[src/sv/gfs_pkg.sv]
// ----------------------------------------------------------------------------
// gfs_pkg
// Shared types and constants of the grid fire spread step block.
// ----------------------------------------------------------------------------
package gfs_pkg;

    // Default store dimensions and cell width.
    localparam int DEF_MAX_ROWS  = 64;
    localparam int DEF_MAX_COLS  = 64;
    localparam int DEF_CELL_BITS = 3;

    // Fixed field widths of the channels.
    localparam int REQ_W    = 2;
    localparam int ADDR_W   = 6;
    localparam int VALUE_W  = 3;
    localparam int COUNT_W  = 13;
    localparam int S_DATA_W = 16;
    localparam int M_DATA_W = 16;
    localparam int CFG_IDX_W  = 3;
    localparam int CFG_DATA_W = 7;

    // Request kinds carried in s_tuser.
    localparam logic [REQ_W-1:0] REQ_WRITE   = 2'd0;
    localparam logic [REQ_W-1:0] REQ_READ    = 2'd1;
    localparam logic [REQ_W-1:0] REQ_ADVANCE = 2'd2;

    // Configuration register indexes.
    localparam logic [CFG_IDX_W-1:0] CFG_GRID_ROWS    = 3'd0;
    localparam logic [CFG_IDX_W-1:0] CFG_GRID_COLS    = 3'd1;
    localparam logic [CFG_IDX_W-1:0] CFG_WIND_ON      = 3'd2;
    localparam logic [CFG_IDX_W-1:0] CFG_WIND_MASK    = 3'd3;
    localparam logic [CFG_IDX_W-1:0] CFG_CODE_HEALTHY = 3'd4;
    localparam logic [CFG_IDX_W-1:0] CFG_CODE_BURNING = 3'd5;
    localparam logic [CFG_IDX_W-1:0] CFG_CODE_BURNT   = 3'd6;

    // Bits of the wind mask, named by the direction the fire travels.
    localparam int DIR_UP    = 0;
    localparam int DIR_DOWN  = 1;
    localparam int DIR_LEFT  = 2;
    localparam int DIR_RIGHT = 3;

    localparam logic [COUNT_W-1:0] COUNT_MAX = 13'h1fff;

    // Which neighbors of the current cell may pass fire to it.
    typedef struct packed {
        logic from_up;
        logic from_down;
        logic from_left;
        logic from_right;
    } gfs_nbr_t;

endpackage

[src/sv/gfs_cell_rule.sv]
// ----------------------------------------------------------------------------
// gfs_cell_rule
// Next-generation code of one cell from its old value and four neighbors.
// ----------------------------------------------------------------------------
module gfs_cell_rule #(
    parameter int CELL_BITS = gfs_pkg::DEF_CELL_BITS
) (
    input  logic [CELL_BITS-1:0] old_cell,
    input  logic [CELL_BITS-1:0] up_cell,
    input  logic [CELL_BITS-1:0] down_cell,
    input  logic [CELL_BITS-1:0] left_cell,
    input  logic [CELL_BITS-1:0] right_cell,
    input  logic [CELL_BITS-1:0] code_heal,
    input  logic [CELL_BITS-1:0] code_burn,
    input  logic [CELL_BITS-1:0] code_dead,
    input  gfs_pkg::gfs_nbr_t    nbr,
    output logic [CELL_BITS-1:0] next_cell
);
    import gfs_pkg::*;

    logic early;
    logic late;

    // Fire from below or the right is applied before the burning check and fire
    // from above or the left after it, as in raster order with equal codes.
    assign early = (nbr.from_up && (up_cell == code_burn))
                || (nbr.from_left && (left_cell == code_burn));
    assign late  = (nbr.from_down && (down_cell == code_burn))
                || (nbr.from_right && (right_cell == code_burn));

    always_comb
    begin
        priority if ((old_cell == code_heal) && late)
        begin
            next_cell = code_burn;
        end
        else if (old_cell == code_burn)
        begin
            next_cell = code_dead;
        end
        else if ((old_cell == code_heal) && early)
        begin
            next_cell = code_burn;
        end
        else
        begin
            next_cell = old_cell;
        end
    end

endmodule

[config.mk]
export PLATFORM = sky130hd
export DESIGN_NAME = gfs_cell_rule
export DESIGN_NICKNAME = d
export VERILOG_FILES = /design/src/sv/gfs_pkg.sv /design/src/sv/gfs_cell_rule.sv
export SDC_FILE = /design/constraint.sdc
export NUM_CORES = 1
export LEC_CHECK = 0
export BUFFER_PORTS_ARGS = -buffer_cell sky130_fd_sc_hd__buf_2
export CORE_AREA = 2 2 39 41
export DETAILED_ROUTE_END_ITERATION = 8
export DIE_AREA = 0 0 41 43
export MAX_ROUTING_LAYER = met4
export PLACE_DENSITY = 0.64
export SKIP_LAST_GASP = 1
export SLEW_MARGIN = 20
export SYNTH_ARGS = -nofsm -noshare
export SYNTH_HDL_FRONTEND = slang
export SYNTH_SLANG_ARGS = --single-unit
export TNS_END_PERCENT = 1
[constraint.sdc]
create_clock -name vclk -period 3.2
set_input_delay 0.8 -clock vclk [all_inputs]
set_output_delay 0.8 -clock vclk [all_outputs]
set_load 0.1 [all_outputs]
==> metrics.txt <==
Post-CTS Resized=0; DR pass1 iterations=3; P_leak=0.233 nW; Syn Area/Cell=9.42 sq um; P&R area growth vs syn=55.0%; Switching Power=0.0596 mW; Reg area=0 sq um; Sw Ratio=53.0%; core area=approximately 1400 sq um; worst hold-check path type=primary input to primary output; WL/cell=10.6 um; Slew Limit Fails=0; antenna-violating nets left=0; synthesized instance count=36; Flop pwr share=0%; slew margin rel.=between 70% and 80%; All-Layer GR Usage=11.1%; met3 Use GR=less than 1%; n_diodes=0; initial antenna violation count=0; grt met1 use=between 10% and 20%; crit start category=primary input; CP peak stage delay=a little under 0.4 ns; final hold viol count=0; Die H=43 um; largest net degree at the start of global routing=7; clock share of power=0%; CP cell instances=buf_2 -> xor2_1 -> nor3_2 -> mux2_2 -> mux2_4 -> buf_12; final instance area=526 sq um; Final Util=38.0%; Pwr per Cell Area=roughly 210 nW/um^2; number of max-cap violations=0; worst hold path depth=4; WS Path Type=primary input to primary output; Setup crit end kind=primary output; TNS Setup=0 ns; Final setup viols=0; die area=1760 sq um; Via density=approximately 4.2; nets=94; Netlist Area Pre-Place=339 sq um; area of the multi-input gates=305 sq um; starting density of the core=24.5%; Placer Congestion=around 0.74; YS warnings=0; M2 GR Usage=19.7%; Area after DPL=about 530 sq um; Final period util=around 97%; Post-Syn Nets=64; Comb power frac=100.0%; Post-CTS Setup Inserts=0; layout cells sized above 1=62.5%; DRT iter0 DRCs=2; fill count=147; num sequential=0; Max Clk Rate=0.323 GHz; Req. time, crit path=around 2.4 ns; Seq/Total Area, Yosys=0%; Die X=41 um; first-pass GRT wire length=between 1000 and 1500 um; Critical-path top delay cell=mux2_2; Crit Path Max Fanout=6; gr busiest metal=met2; unrepaired setup endpoints after global routing=false; # hold bufs at CTS=0; via count=approximately 340; HP Start=code_dead[2]; P_int=0.0530 mW; Peak VDD IR=approximately 0.13 mV; vias in the first global route=340; outcome=complete, no violations; Port Buffers=31; # IOs=31; total congestion overflow=0; WHS Endpoint=next_cell[2]; crit path time final=3.10 ns; DRT Wirelength=851 um; Rows=14; CP arrival=approximately 2.3 ns; worst slew pin tran=0.351 ns; Unique masters post-synth=11; # DRC=0; layout clock buffer count=0
[cell type report]
| type | instances | share of cell area, % |
|---|---|---|
| multi-input combinational | 33 | 58.1 |
| tap | 16 | 3.81 |
| timing repair buffer | 31 | 38.1 |
[power by group through the flow]
stage	logic, mW	registers [mW]	clock network (mW)
after global routing	0.120	0	0
after CTS	0.114	0	0
after detailed placement	0.113	0	0
final	0.113	0	0
after floorplan	0.0748	0	0
after global placement	0.112	0	0
[cells in the final DEF (no fill, tap or decap)]
cell	Yosys	routed
a21oi_1	1	1
buf_2	0	28
xnor2_1	15	15
a211oi_2	1	1
xor2_1	3	3
mux2_2	3	3
nand4_1	4	4
buf_12	0	3
nor3_2	1	1
mux2_4	3	3
nand3_1	1	1
nor2_4	1	1
[kinds of logic after synthesis]
| kind of cell | after synthesis | synth area share (%) |
|---|---|---|
| AO/OA/AOI/OAI | 2 | 5.16 |
| XOR/XNOR | 18 | 46.5 |
| buffers and inverters | 3 | 9.96 |
| multiplexers | 6 | 23.2 |
| AND/OR/NAND/NOR | 7 | 15.1 |
[worst max-delay path by stage]
stage / startpoint / end / depth (start not counted)
after floorplan: code_burn[0] / next_cell[0] / 5
after global placement: code_burn[0] / next_cell[1] / 6
after detailed placement: code_burn[0] / next_cell[1] / 6
after CTS: code_burn[0] / next_cell[1] / 6
after global routing: code_burn[0] / next_cell[1] / 6
final: code_burn[0] / next_cell[1] / 6
[routing by layer]
| layer | part of all wire [%] | vias to the layer above |
|---|---|---|
| li1 | - | 181 |
| met1 | 38 | 140 |
| met2 | 50 | 15 |
| met3 | 9.5 | 2 |
| met4 | 1.8 | 0 |
| met5 | 0 | - |
[cells in the mapped netlist (all sizes together)]
| library cell | n | area [sq um] |
|---|---|---|
| buf | 3 | 33.8 |
| xnor2 | 15 | 131 |
| nor2 | 1 | 11.3 |
| a21oi | 1 | 5.00 |
| nand4 | 4 | 25.0 |
| nor3 | 1 | 10.0 |
| mux2 | 6 | 78.8 |
| a211oi | 1 | 12.5 |
| xor2 | 3 | 26.3 |
| nand3 | 1 | 5.00 |
[through the flow]
step	worst slack (ns)	cells	hold WS (ns)	total power, mW
after floorplan	0.293	36	2.04	0.0748
after global placement	0.159	80	2.12	0.112
after detailed placement	0.0871	80	2.12	0.113
after CTS	0.0853	80	2.12	0.114
after global routing	0.0160	80	2.14	0.120
final	0.104	80	2.11	0.113
[worst max-delay path, delay by kind of cell]
family,cells,cell delay (ns)
simple gates,1,0.35
buf+inv,2,0.32
mux,2,0.66
xor+xnor,1,0.16
(Power assumes the default switching activity.)
